==> src/design/ccs_pkg.sv <==
// Package for the chunked CRC-32 / short-sum checksum block.
// Holds the item and result types, sizing constants and the per-byte update functions.
// No dependencies.
package ccs_pkg;

  localparam int CHUNK_BYTES = 512;
  localparam logic [31:0] CRC_POLY = 32'hEDB88320;

  localparam int CNT_W  = (CHUNK_BYTES > 1) ? $clog2(CHUNK_BYTES) : 1;
  localparam int SUM1_W = 17;
  localparam int SUM2_W = $clog2((CHUNK_BYTES + 1) * 65536);
  localparam int NDIG   = (SUM2_W + 7) / 8;

  typedef struct packed {
    logic       vld;
    logic [7:0] data;
    logic       last;
  } ccs_item_t;

  typedef struct packed {
    logic        vld;
    logic [31:0] value;
  } ccs_result_t;

  // One byte of reflected CRC-32.
  function automatic logic [31:0] crc_byte(input logic [31:0] crc, input logic [7:0] b);
    logic [31:0] v;
    v = {24'd0, crc[7:0] ^ b};
    for (int k = 0; k < 8; k++) begin
      v = v[0] ? ((v >> 1) ^ CRC_POLY) : (v >> 1);
    end
    return (crc >> 8) ^ v;
  endfunction

  // Remainder mod 255 by folding byte digits (256 == 1 mod 255).
  function automatic logic [7:0] mod255(input logic [SUM2_W-1:0] val);
    logic [8*NDIG-1:0] w;
    logic [9:0]        acc;
    logic [8:0]        f;
    w   = (8*NDIG)'(val);
    acc = '0;
    for (int i = 0; i < NDIG; i++) begin
      acc = acc + 10'(w[8*i +: 8]);
    end
    f = 9'(acc[7:0]) + 9'(acc[9:8]);
    if (f >= 9'd255) begin
      f = f - 9'd255;
    end
    return f[7:0];
  endfunction

endpackage

==> src/design/ccs_in_stage.sv <==
// Input register of the checksum block: holds one accepted item.
// Depends on ccs_pkg for the item type.
module ccs_in_stage (
  input  logic              clk,
  input  logic              rst_n,
  input  logic              in_valid,
  output logic              in_ready,
  input  logic [7:0]        in_data_byte,
  input  logic              in_last_byte,
  input  logic              take,
  output ccs_pkg::ccs_item_t item
);

  logic       vld_r, vld_nxt;
  logic [7:0] data_r;
  logic       last_r;

  assign in_ready = !vld_r || take;
  assign vld_nxt  = in_ready ? in_valid : vld_r;

  always_ff @(posedge clk) begin
    if (!rst_n) begin
      vld_r <= 1'b0;
    end else begin
      vld_r <= vld_nxt;
    end
  end

  always_ff @(posedge clk) begin
    if (in_valid && in_ready) begin
      data_r <= in_data_byte;
      last_r <= in_last_byte;
    end
  end

  assign item.vld  = vld_r;
  assign item.data = data_r;
  assign item.last = last_r;

endmodule

==> src/design/ccs_sum_core.sv <==
// Running CRC-32 and chunked short sum, updated once per item in one pass.
// Depends on ccs_pkg for types, sizes and the crc_byte / mod255 functions.
module ccs_sum_core (
  input  logic                clk,
  input  logic                rst_n,
  input  ccs_pkg::ccs_item_t  item,
  input  logic                out_free,
  input  logic                use_crc,
  output logic                take,
  output ccs_pkg::ccs_result_t res
);

  logic [ccs_pkg::SUM1_W-1:0] sum1_r, sum1_nxt;
  logic [ccs_pkg::SUM2_W-1:0] sum2_r, sum2_nxt;
  logic [31:0]                crc_r, crc_nxt;
  logic [ccs_pkg::CNT_W-1:0]  cnt_r, cnt_nxt;

  logic [ccs_pkg::SUM1_W-1:0] s1_add, s1_new;
  logic [ccs_pkg::SUM2_W-1:0] s2_new;
  logic [31:0]                crc_new;
  logic [15:0]                short_res;
  logic                       chunk_end;

  assign take = item.vld && (!item.last || out_free);

  always_comb begin
    crc_new   = ccs_pkg::crc_byte(crc_r, item.data);
    s1_add    = sum1_r + ccs_pkg::SUM1_W'(item.data);
    s1_new    = (s1_add >= ccs_pkg::SUM1_W'(255)) ? s1_add - ccs_pkg::SUM1_W'(255) : s1_add;
    s2_new    = sum2_r + ccs_pkg::SUM2_W'(s1_new);
    // low byte of mod255 never carries into sum1's byte
    short_res = {s1_new[7:0], ccs_pkg::mod255(s2_new)};
    chunk_end = (cnt_r == ccs_pkg::CNT_W'(ccs_pkg::CHUNK_BYTES - 1));

    sum1_nxt = sum1_r;
    sum2_nxt = sum2_r;
    crc_nxt  = crc_r;
    cnt_nxt  = cnt_r;
    if (take) begin
      if (item.last) begin
        sum1_nxt = '0;
        sum2_nxt = '0;
        crc_nxt  = '0;
        cnt_nxt  = '0;
      end else if (chunk_end) begin
        sum1_nxt = ccs_pkg::SUM1_W'(short_res);
        sum2_nxt = ccs_pkg::SUM2_W'(short_res);
        crc_nxt  = crc_new;
        cnt_nxt  = '0;
      end else begin
        sum1_nxt = s1_new;
        sum2_nxt = s2_new;
        crc_nxt  = crc_new;
        cnt_nxt  = cnt_r + ccs_pkg::CNT_W'(1);
      end
    end

    res.vld   = take && item.last;
    res.value = use_crc ? crc_new : {16'd0, short_res};
  end

  always_ff @(posedge clk) begin
    if (!rst_n) begin
      sum1_r <= '0;
      sum2_r <= '0;
      crc_r  <= '0;
      cnt_r  <= '0;
    end else begin
      sum1_r <= sum1_nxt;
      sum2_r <= sum2_nxt;
      crc_r  <= crc_nxt;
      cnt_r  <= cnt_nxt;
    end
  end

  a_clear_after_last: assert property (@(posedge clk) disable iff (!rst_n)
    take && item.last |=> cnt_r == '0 && crc_r == '0 && sum1_r == '0 && sum2_r == '0)
    else $error("sums not cleared after final item");

  a_reseed_equal: assert property (@(posedge clk) disable iff (!rst_n)
    take && !item.last && chunk_end |=>
      cnt_r == '0 && sum1_r == ccs_pkg::SUM1_W'(sum2_r))
    else $error("chunk restart seeds differ");

  a_sum1_range: assert property (@(posedge clk) disable iff (!rst_n)
    sum1_r <= ccs_pkg::SUM1_W'(65535))
    else $error("sum1 out of range");

endmodule

==> src/design/chunked_fletcher_or_crc32_checksum.sv <==
// Top level of the chunked CRC-32 / short-sum checksum block.
// Depends on ccs_pkg, ccs_in_stage and ccs_sum_core.
//
// Usage:
//   Bytes enter on in_valid/in_ready with in_data_byte and in_last_byte;
//   in_last_byte marks the final byte of a message. One checksum per message
//   leaves on out_valid/out_ready as out_checksum_value.
//   cfg_wr_en/cfg_wr_data write the mode bit: 1 gives the reflected CRC-32
//   (seed 0, no final xor), 0 gives the 16-bit chunked short sum in bits 15:0.
//   Write it only while no message is in flight.
// Timing:
//   One byte is taken every cycle while no final byte waits on a blocked result.
//   An item is held in the input register; the per-byte CRC and sum update is
//   done in one pass from there into the running sums and the result register,
//   which drives out_valid.
// Reset (rst_n low, synchronous): sums and counters clear, mode returns to CRC.
// Stall: while a result waits, bytes that are not final keep flowing; a final
//   byte waits in the input register and in_ready drops only then.
module chunked_fletcher_or_crc32_checksum (
  input  logic        clk,
  input  logic        rst_n,
  input  logic        cfg_wr_en,
  input  logic        cfg_wr_data,
  input  logic        in_valid,
  output logic        in_ready,
  input  logic [7:0]  in_data_byte,
  input  logic        in_last_byte,
  output logic        out_valid,
  input  logic        out_ready,
  output logic [31:0] out_checksum_value
);

  ccs_pkg::ccs_item_t   item;
  ccs_pkg::ccs_result_t res;
  logic                 take;
  logic                 out_free;
  logic                 mode_r;
  logic                 out_vld_r, out_vld_nxt;
  logic [31:0]          out_val_r;

  ccs_in_stage u_in (
    .clk          (clk),
    .rst_n        (rst_n),
    .in_valid     (in_valid),
    .in_ready     (in_ready),
    .in_data_byte (in_data_byte),
    .in_last_byte (in_last_byte),
    .take         (take),
    .item         (item)
  );

  ccs_sum_core u_core (
    .clk      (clk),
    .rst_n    (rst_n),
    .item     (item),
    .out_free (out_free),
    .use_crc  (mode_r),
    .take     (take),
    .res      (res)
  );

  assign out_free    = !out_vld_r || out_ready;
  assign out_vld_nxt = out_free ? res.vld : out_vld_r;

  always_ff @(posedge clk) begin
    if (!rst_n) begin
      mode_r    <= 1'b1;
      out_vld_r <= 1'b0;
    end else begin
      out_vld_r <= out_vld_nxt;
      if (cfg_wr_en) begin
        mode_r <= cfg_wr_data;
      end
    end
  end

  always_ff @(posedge clk) begin
    if (out_free && res.vld) begin
      out_val_r <= res.value;
    end
  end

  assign out_valid          = out_vld_r;
  assign out_checksum_value = out_val_r;

  a_stall_cause: assert property (@(posedge clk) disable iff (!rst_n)
    !in_ready |-> out_valid && !out_ready)
    else $error("input stalled without a blocked result");

  a_out_hold: assert property (@(posedge clk) disable iff (!rst_n)
    out_valid && !out_ready |=> out_valid && $stable(out_checksum_value))
    else $error("result changed while stalled");

  a_mode_write: assert property (@(posedge clk) disable iff (!rst_n)
    cfg_wr_en |=> mode_r == $past(cfg_wr_data))
    else $error("mode write lost");

endmodule
==> config.mk <==
export PLATFORM = sky130hd
export DESIGN_NAME = chunked_fletcher_or_crc32_checksum
export DESIGN_NICKNAME = d
export VERILOG_FILES = /design/src/design/ccs_pkg.sv /design/src/design/ccs_in_stage.sv /design/src/design/ccs_sum_core.sv /design/src/design/chunked_fletcher_or_crc32_checksum.sv
export SDC_FILE = /design/constraint.sdc
export NUM_CORES = 1
export LEC_CHECK = 0
export BUFFER_PORTS_ARGS = -buffer_cell sky130_fd_sc_hd__buf_2
export CAP_MARGIN = 20
export CORE_ASPECT_RATIO = 1.2
export CORE_MARGIN = 5
export CORE_UTILIZATION = 40
export CTS_BUF_LIST = sky130_fd_sc_hd__clkbuf_4 sky130_fd_sc_hd__clkbuf_8
export DETAILED_ROUTE_END_ITERATION = 12
export GPL_ROUTABILITY_DRIVEN = 0
export SLEW_MARGIN = 10
export SYNTH_ARGS = -nofsm -noshare
export SYNTH_HDL_FRONTEND = slang
export SYNTH_SLANG_ARGS = --single-unit
==> constraint.sdc <==
create_clock -name clk -period 11.1 [get_ports clk]
set_input_delay 1.11 -clock clk [delete_from_list [all_inputs] [get_ports clk]]
set_output_delay 1.11 -clock clk [all_outputs]
set_load 0.01 [all_outputs]
==> metrics.cfg, run 1 <==
[status]
status = finished clean

[yosys]
synth_cell_types = 79
synth.area.top_cells = dfxtp_1 (20%), edfxtp_1 (14%), xnor2_1 (9.8%), ha_1 (7.5%), xor2_1 (3.7%)
synth_top_area_share_pct = 19.6
synthesis.nets = 1062
syn_inst = 987
ys_seq_area_share_pct = 33.5
synth_warnings = 0
ys_ff_latch = 128
async_reset_ff_share_pct = 0
synth_edf_count = 41
synth_area_sq_um = 8880
yosysMostFrequentCell = xnor2_1
synth_top_cell_by_area = dfxtp_1
synth_area_per_cell_sq_um = 9.00
synth-main-ff-cell = dfxtp_1
yosys-top-cells-count = xnor2_1 (99), dfxtp_1 (87), nand2_1 (72)

[placement]
hpwl_microns = 17600
pre_cts_ws_ns = 0.496
portBuffers = 48
dp_cells = 1277

[sta]
tns_ns = 0
hold_violations = 0
relSlewSlack_pct = 34.2
fmax_mhz = 97.8
skew_ns = 0.0182
finalSetupViolCount = 0
slew_viol_final = 0
fin_ws_ns = 0.870
period_share_pct = 92.2
layout_min_cycle_time_ns = 10.23
rsz0062_at_grt = no
worst_pin_slew_ns = 0.984

[layout]
fillerInstances = 2087
n_antenna_cell = 0
final_cells = 1309
nets = 1097
regArea_sq_um = 2970
syn2layout_area_growth_pct = 10.0
drive_gt1_share_pct = 12.6
multi_input_area_sq_um = 5590

[floorplanning]
die_h_microns = 173
initial_core_util_pct = 40.8
core_sq_um = 21800
pin_count = 49
rows = 59
die_w_microns = 146
fp.dieArea_sq_um = 25300

[clock_tree]
cts_max_path_buffers = 2
cts_made_buffers = 17
worstSkewPairLatency_ns = 0.47
tritoncts = yes
clkTransAtPathRegs_ns = 0.09
cts-root-buf = clkbuf_8
htree_levels = 4
cts.sinks = 128
hold_buffers = 0

[route]
wl_microns = 23900
wl_per_cell_microns = 18.3
num_vias = 7297
via_per_inst = 5.57
drc = 0
first_pass_iters = 7
ant_nets = 0
dr.first_iter.drc_count = 502

[worst_setup_path]
startpoint_type = register
slowest_delay_ns = 0.61
cp.required_ns = 11.47
cpMostUsedCell = fa_1
end_kind = register
path_max_fanout = 10
cp.arrival_ns = 10.60
slowest_stage = or4_4
crit_type = register to register

[global_route]
grt-ovfl-total = 0
grt_max_degree = 57
grt_first_pass_wirelength_microns = 38200
met1_usage_pct = 23.6
use_met3_pct = 3.03
grt_usage_pct = 18.7
busiest_layer = met2
grt_pass1_vias = 6992
grt_use_met2_pct = 31.9
antenna_found_initial = 0

[power_and_ir_drop]
ir_drop_v = 0.0000810
power_density_nw_per_um2 = 183
p_leak_nw = 3.95

[run]
maxCapViolCount = 0

[min_path]
hold_class = register to register

==> logic make-up (layout without fill, tap and decap cells) <==
logic type               count (synthesis)  count (layout)  share of synthesized area (%)
XOR/XNOR                               137             137                           13.5
AND/OR/NAND/NOR                        310             310                           18.0
buffers and inverters                   82             130                           4.01
multiplexers                            13              13                           1.51
flip-flops                             128             128                           33.5
adder cells (fa/ha/maj)                 60              60                           9.04
AO/OA/AOI/OAI                          257             257                           20.4
==> where the power goes <==
group / total, W / internal [W] / switching, W
clock: 0.000405 / 0.000184 / 0.000222
sequential: 0.000542 / 0.000525 / 0.0000166
combinational: 0.000841 / 0.000337 / 0.000503
total: 0.00179 / 0.00105 / 0.000742
==> path summary, 6_finish.rpt <==
path                                       start                             end  slack (ns)  cells after the start
setup / recovery        u_in.data_r[0]$_DFFE_PP_   u_core.sum1_r[0]$_SDFFE_PN0P_        0.87                     40
setup reg to reg        u_in.data_r[0]$_DFFE_PP_   u_core.sum1_r[0]$_SDFFE_PN0P_        0.87                     40
hold / removal    u_core.sum2_r[13]$_SDFFE_PN0P_  u_core.sum2_r[13]$_SDFFE_PN0P_        0.47                      1
hold reg to reg   u_core.sum2_r[13]$_SDFFE_PN0P_  u_core.sum2_r[13]$_SDFFE_PN0P_        0.47                      1
==> per-stage QoR <==
| step | hold slack [ns] | area (sq um) | power [W] | util (%) |
|---|---|---|---|---|
| 3_3_place_gp | 0.448 | 9360 | 0.00138 | 43.0 |
| 5_1_grt | 0.501 | 9780 | 0.00191 | 44.9 |
| 3_5_place_dp | 0.450 | 9360 | 0.00138 | 43.0 |
| 6_report | 0.469 | 9780 | 0.00179 | 44.9 |
| 2_1_floorplan | 0.429 | 8880 | 0.00117 | - |
| 4_1_cts | 0.471 | 9750 | 0.00179 | 44.8 |
==> flip-flops by register name, summed over array words and instances (netlist names) <==
name,count
mode_r,1
u_in.data_r,8
u_core.sum2_r,26
u_in.last_r,1
u_core.crc_r,32
u_in.vld_r,1
u_core.cnt_r,9
u_core.sum1_r,17
out_valid,1
out_checksum_value,32
==> cell usage in the layout, fill, tap and decap left out, drive strengths merged, types with 21 or more instances in the layout <==
master / netlist / layout
nor2: 61 / 61
inv: 36 / 42
o21ai: 45 / 45
xnor2: 99 / 99
a22oi: 28 / 28
dfxtp: 87 / 87
a21o: 21 / 21
nand2: 72 / 72
nor2b: 40 / 40
ha: 53 / 53
a21oi: 52 / 52
nand3: 24 / 24
xor2: 38 / 38
and2: 32 / 32
buf: 3 / 62
edfxtp: 41 / 41
==> metal layers <==
layer  up-vias  share of wire [%]
met5         -                  0
met4         0                3.8
met3        47                3.8
met2       203                 48
met1      3452                 44
li1       3595                  -
==> final cells by class <==
cell class                 count  share of cell area [%]
inverter                      36                    1.38
clock buffer                  17                    2.39
clock inverter                15                    1.55
sequential                   128                    30.4
timing repair buffer          62                    3.53
multi-input combinational    777                    57.2
tap                          274                    3.51
==> worst max-delay path: cells and delay by family, from the launching register on <==
| kind | cells | cell delay (ns) |
|---|---|---|
| xor gates and xnor gates | 4 | 1.00 |
| and+or+nand+nor | 12 | 2.87 |
| DFF | 1 | 0.38 |
| buffers and inverters | 5 | 0.31 |
| AOI/OAI and AO/OA | 9 | 2.22 |
| adders and majority gates | 10 | 3.37 |
==> repair_timing <==
item / in CTS / in global routing
setup endpoints to repair: 0 / 15
gates resized for setup: 0 / 5
buffers inserted: 0 / 0
(Power assumes the default switching activity.)
==> inputs of run 2 (changes only) <==
--- a/config.mk
+++ b/config.mk
@@ -13,6 +13,7 @@
 export CTS_BUF_LIST = sky130_fd_sc_hd__clkbuf_4 sky130_fd_sc_hd__clkbuf_8
 export DETAILED_ROUTE_END_ITERATION = 12
 export GPL_ROUTABILITY_DRIVEN = 0
+export RECOVER_POWER = 100
 export SLEW_MARGIN = 10
 export SYNTH_ARGS = -nofsm -noshare
 export SYNTH_HDL_FRONTEND = slang
==> run 2 against run 1 <==
The run now ends with capacitance limit, slew limit left. Setup slack got worse by 0.025 ns. First-iteration DRC count decreased by 11%. Wire length decreased by 0.15%. Register-to-register slack got worse by 0.02 ns.
==> metrics.cfg, run 2 (synthesis gave the netlist of run 1 again) <==
[power_and_ir_drop]
p_int_w = 0.00104  ; was 0.00105 W
switchingPower_w = 0.000741  ; was 0.000742 W
pwr-share-clk_pct = 22.7  ; about the same
power_density_nw_per_um2 = 184  ; was 183 nW/um^2
switching_share_pct = 41.6  ; was 41.5%
seq_power_share_pct = 30.5  ; was 30.3%
combinationalPowerShare_pct = 46.8  ; was 47.0%
ir_drop_v = 0.0000805  ; was 0.0000810 V
p_leak_nw = 3.82  ; was 3.95 nW

[route]
ant_nets = 0  ; unchanged
dr.first_iter.drc_count = 445  ; was 502
via_per_inst = 5.56  ; was 5.57
num_vias = 7281  ; was 7297
drc = 0  ; unchanged
first_pass_iters = 8  ; was 7
wl_per_cell_microns = 18.3  ; about the same
wl_microns = 23900  ; about the same

[clock_tree]
htree_levels = 4  ; unchanged
cts-root-buf = clkbuf_8  ; unchanged
worstSkewPairLatency_ns = 0.46  ; was 0.47 ns
cts.repair_timing.setup_buffer_count = 0  ; unchanged
tritoncts = yes  ; unchanged
hold_buffers = 0  ; unchanged
cts.sinks = 128  ; unchanged
clkTransAtPathRegs_ns = 0.09  ; about the same
cts_made_buffers = 17  ; unchanged
cts_max_path_buffers = 2  ; unchanged

[global_route]
busiest_layer = met2  ; unchanged
grt_max_degree = 57  ; unchanged
met1_usage_pct = 23.6  ; unchanged
antenna_found_initial = 0  ; unchanged
grt_usage_pct = 18.7  ; unchanged
grt-ovfl-total = 0  ; unchanged
grt_use_met2_pct = 31.9  ; unchanged
use_met3_pct = 3.03  ; unchanged
grt_pass1_vias = 6992  ; unchanged
grt_first_pass_wirelength_microns = 38200  ; unchanged

[floorplanning]
fp.dieArea_sq_um = 25300  ; unchanged
die_w_microns = 146  ; unchanged
die_h_microns = 173  ; unchanged
pin_count = 49  ; unchanged
core_sq_um = 21800  ; unchanged
initial_core_util_pct = 40.8  ; unchanged
rows = 59  ; unchanged

[worst_setup_path]
cpMostUsedCell = fa_1  ; unchanged
reg2reg_slack_ns = 0.85  ; was 0.87 ns
cp.arrival_ns = 10.61  ; was 10.60 ns
slowest_stage = or4_4  ; unchanged
startpoint_type = register  ; unchanged
slowest_delay_ns = 0.60  ; was 0.61 ns
path_max_fanout = 10  ; unchanged
cp.required_ns = 11.46  ; was 11.47 ns
end_kind = register  ; unchanged
crit_type = register to register  ; unchanged

[placement]
place_area_sq_um = 9360  ; unchanged
hpwl_microns = 17600  ; unchanged
portBuffers = 48  ; unchanged

[sta]
fmax_mhz = 97.5  ; was 97.8 MHz
skew_ns = 0.0153  ; was 0.0182 ns
rsz0062_at_grt = no  ; unchanged
finalSetupViolCount = 0  ; unchanged
hold_violations = 0  ; unchanged
worst_pin_slew_ns = 2.77  ; was 0.984 ns
slew_viol_final = 171  ; was 0
period_share_pct = 92.4  ; was 92.2%
tns_ns = 0  ; unchanged
relSlewSlack_pct = -85.6  ; was 34.2%
layout_min_cycle_time_ns = 10.25  ; was 10.23 ns

[layout]
finalInstanceArea_sq_um = 9680  ; was 9780 sq um
syn2layout_area_growth_pct = 8.94  ; was 10.0%
drive_gt1_share_pct = 8.02  ; was 12.6%
nets = 1097  ; unchanged
n_antenna_cell = 0  ; unchanged
layout_common_cells = xnor2_1 (99), dfxtp_1 (87), nand2_1 (71)  ; unchanged
post-route-util_pct = 44.4  ; was 44.9%
final_common_cell = xnor2_1  ; unchanged

[status]
violations = capacitance limit, slew limit
status = complete, but fails checks  ; was finished clean

[run]
maxCapViolCount = 4  ; was 0

[min_path]
hold_class = register to register  ; unchanged

==> run 2: final timing paths <==
kind                                 start                       endpoint  depth (start not counted)
max               u_in.data_r[0]$_DFFE_PP_  u_core.sum1_r[0]$_SDFFE_PN0P_                         38
min          u_core.sum2_r[5]$_SDFFE_PN0P_  u_core.sum2_r[5]$_SDFFE_PN0P_                          1
max reg2reg       u_in.data_r[0]$_DFFE_PP_  u_core.sum1_r[0]$_SDFFE_PN0P_                         38
min reg2reg  u_core.sum2_r[5]$_SDFFE_PN0P_  u_core.sum2_r[5]$_SDFFE_PN0P_                          1
==> run 2: timing repair <==
item	in CTS	in global routing
setup endpoints to repair	0	15
endpoints found under the hold margin	0	0
resized for setup	0	5
==> run 2: power groups by stage <==
stage               logic (W)  registers (W)  clock network (W)
finish               0.000833       0.000542           0.000405
global route         0.000922       0.000545           0.000434
CTS                  0.000833       0.000542           0.000414
detailed placement   0.000829       0.000553                  0
global placement     0.000823       0.000553                  0
floorplan            0.000617       0.000552                  0
==> run 2: layer usage <==
layer  vias up  wire [microns]
met5         -               0
met4         0             967
met3        55             932
met2       192           11600
met1      3433           10400
li1       3601               -
==> run 2: cell type report <==
cell class | count | area [sq um]
sequential | 128 | 2970
fill | 2119 | 12100
clock inverter | 15 | 151
inverter | 36 | 135
multi-input combinational | 777 | 5570
timing repair buffer | 62 | 272
clock buffer | 17 | 234
tap | 274 | 343
==> run 2: worst max-delay path, delay by kind of cell, from the launching register on <==
kind / cells / cell delay [ns]
DFF: 1 / 0.38
xor gates and xnor gates: 4 / 0.70
adders and majority gates: 7 / 2.27
and+or+nand+nor: 11 / 2.70
AOI/OAI and AO/OA: 12 / 3.51
muxes: 1 / 0.38
buffers and inverters: 3 / 0.19
==> run 2: through the flow <==
step	hold WS (ns)	instances	power, W	worst slack (ns)
detailed placement	0.450	1277	0.00138	0.496
floorplan	0.429	987	0.00117	1.64
CTS	0.471	1309	0.00179	0.450
global placement	0.448	1277	0.00138	0.855
global route	0.501	1309	0.00190	0.0854
finish	0.468	1309	0.00178	0.845
